===== config.mk =====
export PLATFORM = sky130hd
export DESIGN_NAME = format_spec_field_parser_unit_flat
export DESIGN_NICKNAME = d
export VERILOG_FILES = /design/src/hw/rtl/fsp_pkg.sv /design/src/hw/rtl/fsp_if.sv /design/src/hw/rtl/format_spec_field_parser_unit.sv /design/src/flat_wrapper.sv
export SDC_FILE = /design/constraint.sdc
export NUM_CORES = 1
export LEC_CHECK = 0
export BUFFER_PORTS_ARGS = -buffer_cell sky130_fd_sc_hd__clkbuf_2
export CORE_MARGIN = 5
export CORE_UTILIZATION = 52
export CTS_BUF_LIST = sky130_fd_sc_hd__clkbuf_4 sky130_fd_sc_hd__clkbuf_8
export DETAILED_ROUTE_END_ITERATION = 10
export GPL_TIMING_DRIVEN = 1
export MAX_ROUTING_LAYER = met4
export PLACE_DENSITY = 0.7
export SLEW_MARGIN = 20
export SYNTH_ARGS = -nofsm -noshare
export SYNTH_HDL_FRONTEND = slang
export SYNTH_SLANG_ARGS = --single-unit

===== constraint.sdc =====
create_clock -name clk -period 24.4 [get_ports clk]
set_input_delay 4.88 -clock clk [delete_from_list [all_inputs] [get_ports clk]]
set_output_delay 4.88 -clock clk [all_outputs]
set_load 0.01 [all_outputs]

===== src/hw/rtl/fsp_pkg.sv =====
// shared widths, phase codes, character codes and a helper for the format spec parser
package fsp_pkg;

  localparam int CHAR_W = 8;
  localparam int VAL_W  = 32;
  localparam int PH_W   = 4;

  typedef logic [CHAR_W-1:0] char_t;
  typedef logic [VAL_W-1:0]  val_t;
  typedef logic [PH_W-1:0]   phase_t;

  // parser phases
  localparam phase_t PH_BASE  = PH_W'(0);
  localparam phase_t PH_DOT   = PH_W'(1);
  localparam phase_t PH_ZERO  = PH_W'(2);
  localparam phase_t PH_MINUS = PH_W'(3);
  localparam phase_t PH_WDIG  = PH_W'(4);
  localparam phase_t PH_PDIG  = PH_W'(5);
  localparam phase_t PH_ZDIG  = PH_W'(6);
  localparam phase_t PH_NDIG  = PH_W'(7);
  localparam phase_t PH_SKIP  = PH_W'(8);

  // field syntax characters
  localparam char_t CH_STAR  = 8'h2A;
  localparam char_t CH_DOT   = 8'h2E;
  localparam char_t CH_MINUS = 8'h2D;
  localparam char_t CH_ZERO  = 8'h30;
  localparam char_t CH_ONE   = 8'h31;
  localparam char_t CH_NINE  = 8'h39;

  localparam val_t VAL_ZERO      = '0;
  localparam val_t VAL_MINUS_ONE = '1;

  typedef struct packed {
    val_t  field_width;
    val_t  zero_pad_width;
    val_t  precision;
    char_t conversion;
  } result_t;

  // acc * 10 as two shifts and an add, wraps at the value width
  function automatic val_t times_ten(input val_t acc);
    return (acc << 3) + (acc << 1);
  endfunction

endpackage


===== src/hw/rtl/fsp_if.sv =====
// valid/ready channel interfaces for spec characters and parsed results
interface fsp_char_if import fsp_pkg::*; (input logic clk);
  logic                    valid;
  logic                    ready;
  logic [CHAR_W-1:0]       ch;
  logic signed [VAL_W-1:0] star_arg;

  modport source (output valid, output ch, output star_arg, input ready);
  modport sink   (input valid, input ch, input star_arg, output ready);
endinterface

interface fsp_result_if import fsp_pkg::*; (input logic clk);
  logic                    valid;
  logic                    ready;
  logic signed [VAL_W-1:0] field_width;
  logic signed [VAL_W-1:0] zero_pad_width;
  logic signed [VAL_W-1:0] precision;
  logic [CHAR_W-1:0]       conversion;

  modport source (output valid, output field_width, output zero_pad_width,
                  output precision, output conversion, input ready);
  modport sink   (input valid, input field_width, input zero_pad_width,
                  input precision, input conversion, output ready);
endinterface


===== src/hw/rtl/format_spec_field_parser_unit.sv =====
// format specifier field parser: top level with parse state and output skid buffer
//
// usage
//   spec   : sink channel, one character after the percent sign per transfer, with the
//            integer that a star would consume in star_arg
//   result : source channel, one transfer per finished specifier carrying the signed
//            width, the zero-pad width, the precision (-1 if none) and the ending char
//   a NUL or any character outside '*', '.', '-', '0'..'9' ends the specifier
//   throughput: one character per cycle, every cycle, as long as the result side keeps up
//   latency: a result is valid the cycle after its ending transfer if the output is free
//   the parse step is one 4-bit phase decode plus a times-ten add on one accumulator,
//   all between the input transfer and the result register
//   receiver stall: a result waits in the output register; one more finished result is
//   held in a skid register, and characters are taken until that register fills;
//   spec.ready drops only when the skid register is full
//   reset (rst, synchronous, active high): phase to base, width and zero-pad to 0,
//   precision to -1, no pending dot, both result registers empty
module format_spec_field_parser_unit import fsp_pkg::*; (
  input  logic       clk,
  input  logic       rst,
  fsp_char_if.sink   spec,
  fsp_result_if.source result
);

  // parse state
  phase_t phase, phase_next;
  val_t   width_acc, width_acc_next;
  val_t   zero_acc, zero_acc_next;
  val_t   prec_acc, prec_acc_next;
  logic   last_was_dot, last_was_dot_next;

  // output register and skid stage
  logic    out_valid;
  result_t out_data;
  logic    skid_valid;
  result_t skid_data;

  logic    spec_fire;
  logic    out_fire;
  logic    emit;
  logic    emit_fire;
  logic    load_out;
  logic    is_digit;
  logic    to_base;
  val_t    digit;
  val_t    arg;
  result_t new_result;

  assign spec.ready = !skid_valid;
  assign spec_fire  = spec.valid && spec.ready;
  assign out_fire   = out_valid && result.ready;
  assign emit_fire  = spec_fire && emit;
  assign load_out   = !out_valid || out_fire;

  assign is_digit = (spec.ch >= CH_ZERO) && (spec.ch <= CH_NINE);
  // low nibble of '0'..'9' is the digit value
  assign digit    = {{(VAL_W-4){1'b0}}, spec.ch[3:0]};
  assign arg      = val_t'(spec.star_arg);

  // one parse step
  always_comb begin
    phase_next        = phase;
    width_acc_next    = width_acc;
    zero_acc_next     = zero_acc;
    prec_acc_next     = prec_acc;
    last_was_dot_next = last_was_dot;
    to_base           = 1'b0;
    emit              = 1'b0;

    case (phase)
      PH_DOT: begin
        if (spec.ch == CH_STAR) begin
          prec_acc_next = arg;
          phase_next    = PH_SKIP;
        end else if (is_digit) begin
          prec_acc_next = digit;
          phase_next    = PH_PDIG;
        end else begin
          // dot alone means precision zero
          prec_acc_next = VAL_ZERO;
          to_base       = 1'b1;
        end
      end
      PH_ZERO: begin
        if (spec.ch == CH_DOT) begin
          // zero then dot clears width and precision, a star may follow
          width_acc_next    = VAL_ZERO;
          prec_acc_next     = VAL_ZERO;
          phase_next        = PH_BASE;
          last_was_dot_next = 1'b1;
        end else if (spec.ch == CH_STAR) begin
          zero_acc_next = arg;
          phase_next    = PH_SKIP;
        end else if (is_digit) begin
          zero_acc_next = digit;
          phase_next    = PH_ZDIG;
        end else begin
          zero_acc_next = VAL_ZERO;
          to_base       = 1'b1;
        end
      end
      PH_MINUS: begin
        if (spec.ch == CH_STAR) begin
          // positive argument is negated, others pass as they are
          if (arg != VAL_ZERO && !arg[VAL_W-1]) begin
            width_acc_next = VAL_ZERO - arg;
          end else begin
            width_acc_next = arg;
          end
          phase_next = PH_SKIP;
        end else if (is_digit) begin
          width_acc_next = VAL_ZERO - digit;
          phase_next     = PH_NDIG;
        end else begin
          width_acc_next = VAL_ZERO;
          to_base        = 1'b1;
        end
      end
      PH_WDIG: begin
        if (is_digit) begin
          width_acc_next = times_ten(width_acc) + digit;
        end else begin
          to_base = 1'b1;
        end
      end
      PH_PDIG: begin
        if (is_digit) begin
          prec_acc_next = times_ten(prec_acc) + digit;
        end else begin
          to_base = 1'b1;
        end
      end
      PH_ZDIG: begin
        if (is_digit) begin
          zero_acc_next = times_ten(zero_acc) + digit;
        end else begin
          to_base = 1'b1;
        end
      end
      PH_NDIG: begin
        if (is_digit) begin
          width_acc_next = times_ten(width_acc) - digit;
        end else begin
          to_base = 1'b1;
        end
      end
      PH_SKIP: begin
        // digits after a star that follows a dot, zero or minus are dropped
        if (!is_digit) begin
          to_base = 1'b1;
        end
      end
      default: begin
        to_base = 1'b1;
      end
    endcase

    // base handling, reached from base phase or when a phase sees an unrelated char
    if (to_base) begin
      last_was_dot_next = 1'b0;
      phase_next        = PH_BASE;
      if (spec.ch == CH_STAR) begin
        if (last_was_dot) begin
          prec_acc_next = arg;
        end else begin
          width_acc_next = arg;
        end
      end else if (spec.ch == CH_DOT) begin
        phase_next = PH_DOT;
      end else if (spec.ch == CH_ZERO) begin
        phase_next = PH_ZERO;
      end else if (spec.ch == CH_MINUS) begin
        phase_next = PH_MINUS;
      end else if (spec.ch >= CH_ONE && spec.ch <= CH_NINE) begin
        width_acc_next = digit;
        phase_next     = PH_WDIG;
      end else begin
        emit = 1'b1;
      end
    end

    new_result.field_width    = width_acc_next;
    new_result.zero_pad_width = zero_acc_next;
    new_result.precision      = prec_acc_next;
    new_result.conversion     = spec.ch;

    // ending character clears everything for the next specifier
    if (emit) begin
      phase_next        = PH_BASE;
      width_acc_next    = VAL_ZERO;
      zero_acc_next     = VAL_ZERO;
      prec_acc_next     = VAL_MINUS_ONE;
      last_was_dot_next = 1'b0;
    end
  end

  // parse state registers, advance on each spec transfer
  always_ff @(posedge clk) begin
    if (rst) begin
      phase        <= PH_BASE;
      width_acc    <= VAL_ZERO;
      zero_acc     <= VAL_ZERO;
      prec_acc     <= VAL_MINUS_ONE;
      last_was_dot <= 1'b0;
    end else if (spec_fire) begin
      phase        <= phase_next;
      width_acc    <= width_acc_next;
      zero_acc     <= zero_acc_next;
      prec_acc     <= prec_acc_next;
      last_was_dot <= last_was_dot_next;
    end
  end

  // output register with skid stage behind it
  always_ff @(posedge clk) begin
    if (rst) begin
      out_valid  <= 1'b0;
      skid_valid <= 1'b0;
    end else if (load_out) begin
      if (skid_valid) begin
        out_valid  <= 1'b1;
        skid_valid <= emit_fire;
      end else begin
        out_valid  <= emit_fire;
      end
    end else if (emit_fire) begin
      skid_valid <= 1'b1;
    end
  end

  always_ff @(posedge clk) begin
    if (load_out) begin
      if (skid_valid) begin
        out_data  <= skid_data;
        skid_data <= new_result;
      end else begin
        out_data  <= new_result;
      end
    end else if (emit_fire) begin
      skid_data <= new_result;
    end
  end

  assign result.valid          = out_valid;
  assign result.field_width    = out_data.field_width;
  assign result.zero_pad_width = out_data.zero_pad_width;
  assign result.precision      = out_data.precision;
  assign result.conversion     = out_data.conversion;

  // skid stage only fills behind a held result
  a_skid_behind_out: assert property (@(posedge clk) disable iff (rst)
    skid_valid |-> out_valid)
    else $error("skid register holds a result while output register is empty");

  // ending transfer with nothing waiting shows up in the output register next cycle
  a_emit_to_out: assert property (@(posedge clk) disable iff (rst)
    (emit_fire && !out_valid) |=> (out_valid && out_data.conversion == $past(spec.ch)))
    else $error("finished specifier did not reach the output register");

  // ending transfer leaves the parser in its cleared state
  a_clear_after_emit: assert property (@(posedge clk) disable iff (rst)
    emit_fire |=> (phase == PH_BASE && width_acc == VAL_ZERO && zero_acc == VAL_ZERO
                   && prec_acc == VAL_MINUS_ONE && !last_was_dot))
    else $error("parse state not cleared after a finished specifier");

  // pending zero-dot only ever sits in base phase
  a_dot_in_base: assert property (@(posedge clk) disable iff (rst)
    last_was_dot |-> phase == PH_BASE)
    else $error("pending dot outside base phase");

endmodule

===== src/flat_wrapper.sv =====
// flat-port wrapper written by rule: the top's interface ports become plain ports
module format_spec_field_parser_unit_flat import fsp_pkg::*;
  (clk, rst, spec_valid, spec_ch, spec_star_arg, spec_ready, result_valid, result_field_width, result_zero_pad_width, result_precision, result_conversion, result_ready);
  fsp_char_if spec_i (.clk(clk));
  fsp_result_if result_i (.clk(clk));
  input  logic clk;
  input  logic rst;
  input wire logic [$bits(spec_i.valid)-1:0] spec_valid;
  input wire logic [$bits(spec_i.ch)-1:0] spec_ch;
  input wire logic [$bits(spec_i.star_arg)-1:0] spec_star_arg;
  output wire logic [$bits(spec_i.ready)-1:0] spec_ready;
  output wire logic [$bits(result_i.valid)-1:0] result_valid;
  output wire logic [$bits(result_i.field_width)-1:0] result_field_width;
  output wire logic [$bits(result_i.zero_pad_width)-1:0] result_zero_pad_width;
  output wire logic [$bits(result_i.precision)-1:0] result_precision;
  output wire logic [$bits(result_i.conversion)-1:0] result_conversion;
  input wire logic [$bits(result_i.ready)-1:0] result_ready;
  assign spec_i.valid = spec_valid;
  assign spec_i.ch = spec_ch;
  assign spec_i.star_arg = spec_star_arg;
  assign spec_ready = spec_i.ready;
  assign result_valid = result_i.valid;
  assign result_field_width = result_i.field_width;
  assign result_zero_pad_width = result_i.zero_pad_width;
  assign result_precision = result_i.precision;
  assign result_conversion = result_i.conversion;
  assign result_i.ready = result_ready;
  format_spec_field_parser_unit u_core (.clk(clk), .rst(rst), .spec(spec_i), .result(result_i));
endmodule

==> impl_metrics.env <==
export IMPL_status="complete, no violations"
export IMPL_yosys_top_cells_count="208 x edfxtp_1, 204 x nand2_1, 171 x nor2_1, 159 x o21ai_0, 155 x ha_1"
export IMPL_ys_ff_latch=311
export IMPL_io_pins=150
export IMPL_cp_max_fo=14
export IMPL_slowest_stage="a2111oi_0"
export IMPL_syn_to_final_growth_pct=10.3
export IMPL_hp_class="flop to flop"
export IMPL_drv_cap=0
export IMPL_synth_largest_area_cell="edfxtp_1"
export IMPL_drv_slew=0
export IMPL_cts_tree="built"
export IMPL_synth_async_reset_ratio=0
export IMPL_power_density_nw_per_um2=54.8
export IMPL_cts_made_buffers=55
export IMPL_postCtsSetupBuffers=0
export IMPL_ctsHoldBuffers=0
export IMPL_drt_pass1_iter_count=8
export IMPL_row_count=74
export IMPL_yosysMostFrequentCell="edfxtp_1"
export IMPL_yosysWarnings=0
export IMPL_post_route_min_period_ns=8.87
export IMPL_critPathKind="input port to flop"
export IMPL_wirelength_um=71900
export IMPL_synth_adder_area_share=0.0959
export IMPL_synth_ff_type="edfxtp_1"
export IMPL_drt_vias_per_instance=6.62
export IMPL_p_leak_uw=0.00974
export IMPL_cpPeakStageDelay_ns=0.58
export IMPL_end_kind="flop"
export IMPL_seq_area_frac_synth=0.383
export IMPL_num_vias=19800
export IMPL_fin_total_pwr_uw=1310
export IMPL_worst_path_buf_inv=1
export IMPL_fin_nets=2608
export IMPL_slew_headroom=0.252
export IMPL_drtIter0Drc=2212
export IMPL_synth_top_family_by_area="compound AO/OA/AOI/OAI gates"
export IMPL_skew_ns=0.0276
export IMPL_yosys_top_cells_area="edfxtp_1 29%, dfxtp_1 9.5%, ha_1 8.9%"
export IMPL_crit_arrival_ns=9.25
export IMPL_synthXorXnorAreaFrac=0.0521
export IMPL_tns_ns=0
export IMPL_critPathLaunchType="input port"
export IMPL_finalHoldViolCount=0
export IMPL_die_x_um=214
export IMPL_cp_top_family="compound AO/OA/AOI/OAI gates"
export IMPL_fmax_ghz=0.113
export IMPL_antenna_found_initial=4
export IMPL_synth_top_cell_area_share=0.288
export IMPL_gr_usage_all_layers=0.309
export IMPL_grt_overflow_total=0
export IMPL_setup_violations=0
export IMPL_period_share=0.364
export IMPL_grt_pass1_vias=18900
export IMPL_initial_core_util=0.529
export IMPL_synth_nets=2516
export IMPL_die_h_um=214
export IMPL_rsz0062_at_grt="no"
export IMPL_remaining_drc_errors=0
export IMPL_worstMarginPinSlew_ns=1.12
export IMPL_drtAntennaViolNets=0
export IMPL_avgSynthCellArea_um2=9.39
export IMPL_yosysUniqueCellTypes=94
export IMPL_portBuffers=149
export IMPL_grt_pass1_wl_um=111000
export IMPL_synthesis_area_um2=21700
export IMPL_cts_path_max_buffers=3
export IMPL_cts_resized=0
export IMPL_synthSimpleGateAreaFrac=0.157
export IMPL_dp_hpwl_um=51000
export IMPL_core_area_um2=41000
export IMPL_fin_util=0.583
export IMPL_cts_root_buf="clkbuf_8"
export IMPL_drive_above_1_share=0.161
export IMPL_irDropWorstVdd_v=0.0000457
export IMPL_clock_latency_ns=0.64
export IMPL_postSynthCellCount=2310
export IMPL_cts_max_level=2
export IMPL_synth_compound_area_share=0.227
export IMPL_place_gp_congestion=0.985
export IMPL_cp_required_ns=24.78
export IMPL_clk_pin_slew_worst_paths_ns=0.06
export IMPL_path_cells="clkbuf_2, ha_1, ha_1, fa_1, a21o_1, a21oi_1, o21bai_1, a2111o_1, nand2_1, o31ai_1, a2111oi_0, o31ai_1, a211oi_1, nor4_1, a311o_1, mux2_2"
export IMPL_wl_per_cell_um=24.1
export IMPL_grt_max_degree=63
export IMPL_synth_edf_count=208
export IMPL_dieArea_um2=45900
export IMPL_cts_sinks=311
export IMPL_synth_mux_area_frac=0.0507
==> worst reg2reg max path, delay by kind of cell, from the launching register on <==
| family | cells | cell delay, ns |
|---|---|---|
| compound gates | 6 | 1.82 |
| xor+xnor | 1 | 0.50 |
| fa+ha+maj | 2 | 0.63 |
| flops | 1 | 0.47 |
| mux | 1 | 0.33 |
| simple gates | 4 | 1.31 |
==> worst paths after layout <==
kind,startpoint,to,slack (ns),cells after the start
worst min register to register,u_core.prec_acc[31],u_core.prec_acc[31],0.47,2
worst min-delay path,u_core.prec_acc[31],u_core.prec_acc[31],0.47,2
worst max register to register,u_core.width_acc[0],u_core.result.field_width[26],19.11,14
worst max-delay path,spec_ch[2],u_core.result.zero_pad_width[30],15.53,16
==> placed cells by master (no fill, tap or decap), types with 25 or more instances in the layout <==
master | synthesis | routed
a21o_1 | 42 | 42
a21oi_1 | 153 | 153
a22oi_1 | 80 | 80
a31oi_1 | 25 | 25
and3_1 | 27 | 27
buf_4 | 1 | 30
clkbuf_2 | 0 | 149
clkbuf_8 | 0 | 57
dfxtp_1 | 103 | 103
edfxtp_1 | 208 | 208
ha_1 | 155 | 155
inv_1 | 44 | 43
mux2_2 | 87 | 87
nand2_1 | 204 | 203
nand3_1 | 65 | 65
nor2_1 | 171 | 167
nor2b_1 | 27 | 26
nor3_1 | 43 | 43
o21ai_0 | 159 | 156
xnor2_1 | 86 | 86
xor2_1 | 43 | 43
==> stage by stage <==
| stage | hold WS (ns) | setup WS, ns | area, um2 | instances |
|---|---|---|---|---|
| 2_1_floorplan | 0.439 | 8.62 | 21700 | 2310 |
| 3_3_place_gp | 0.448 | 14.95 | 22800 | 2877 |
| 3_5_place_dp | 0.456 | 14.92 | 22800 | 2877 |
| 4_1_cts | 0.470 | 15.56 | 23900 | 2980 |
| 5_1_grt | 0.500 | 15.28 | 23900 | 2985 |
| 6_report | 0.468 | 15.53 | 23900 | 2985 |
==> routing by layer <==
metal | global-route usage | share of wire | wire length, um | vias to the layer above
li1 | - | - | - | 9026
met1 | 0.423 | 0.44 | 31900 | 9602
met2 | 0.446 | 0.42 | 30500 | 979
met3 | 0.0676 | 0.092 | 6610 | 154
met4 | 0.128 | 0.040 | 2900 | 0
met5 | - | 0 | 0 | -
==> logic make-up after synthesis <==
group                      Yosys count
AOI/OAI and AO/OA                  730
xor gates and xnor gates           129
adders and majority gates          162
buffers and inverters              189
DFF                                311
muxes                               99
and+or+nand+nor                    690
==> sequential cells by signal, indices dropped and copies added, names as in the netlist <==
name and cells:
u_core.result.zero_pad_width 32, u_core.result.valid 1, u_core.prec_acc 32, u_core.result.precision 32
u_core.phase 4, u_core.result.field_width 32, u_core.skid_valid 1, u_core.last_was_dot 1
u_core.zero_acc 32, u_core.width_acc 32, u_core.result.conversion 8, u_core.skid_data 104
==> report_power, final <==
part | leakage [uW] | switching, uW | internal [uW]
Clock | 0.000585 | 228 | 271
Combinational | 0.00632 | 134 | 78.8
Sequential | 0.00283 | 9.98 | 588
Total | 0.00974 | 372 | 938
==> area by class of cell <==
class                      instances  area [um2]
fill                            3578       17100
multi-input combinational       1810       12700
sequential                       311        8310
timing repair buffer             179         971
clock buffer                      78         942
tap                              532         666
clock inverter                    25         179
inverter                          45         171
antenna                            5        12.5
Note: power is estimated with default switching activity, not from simulation.
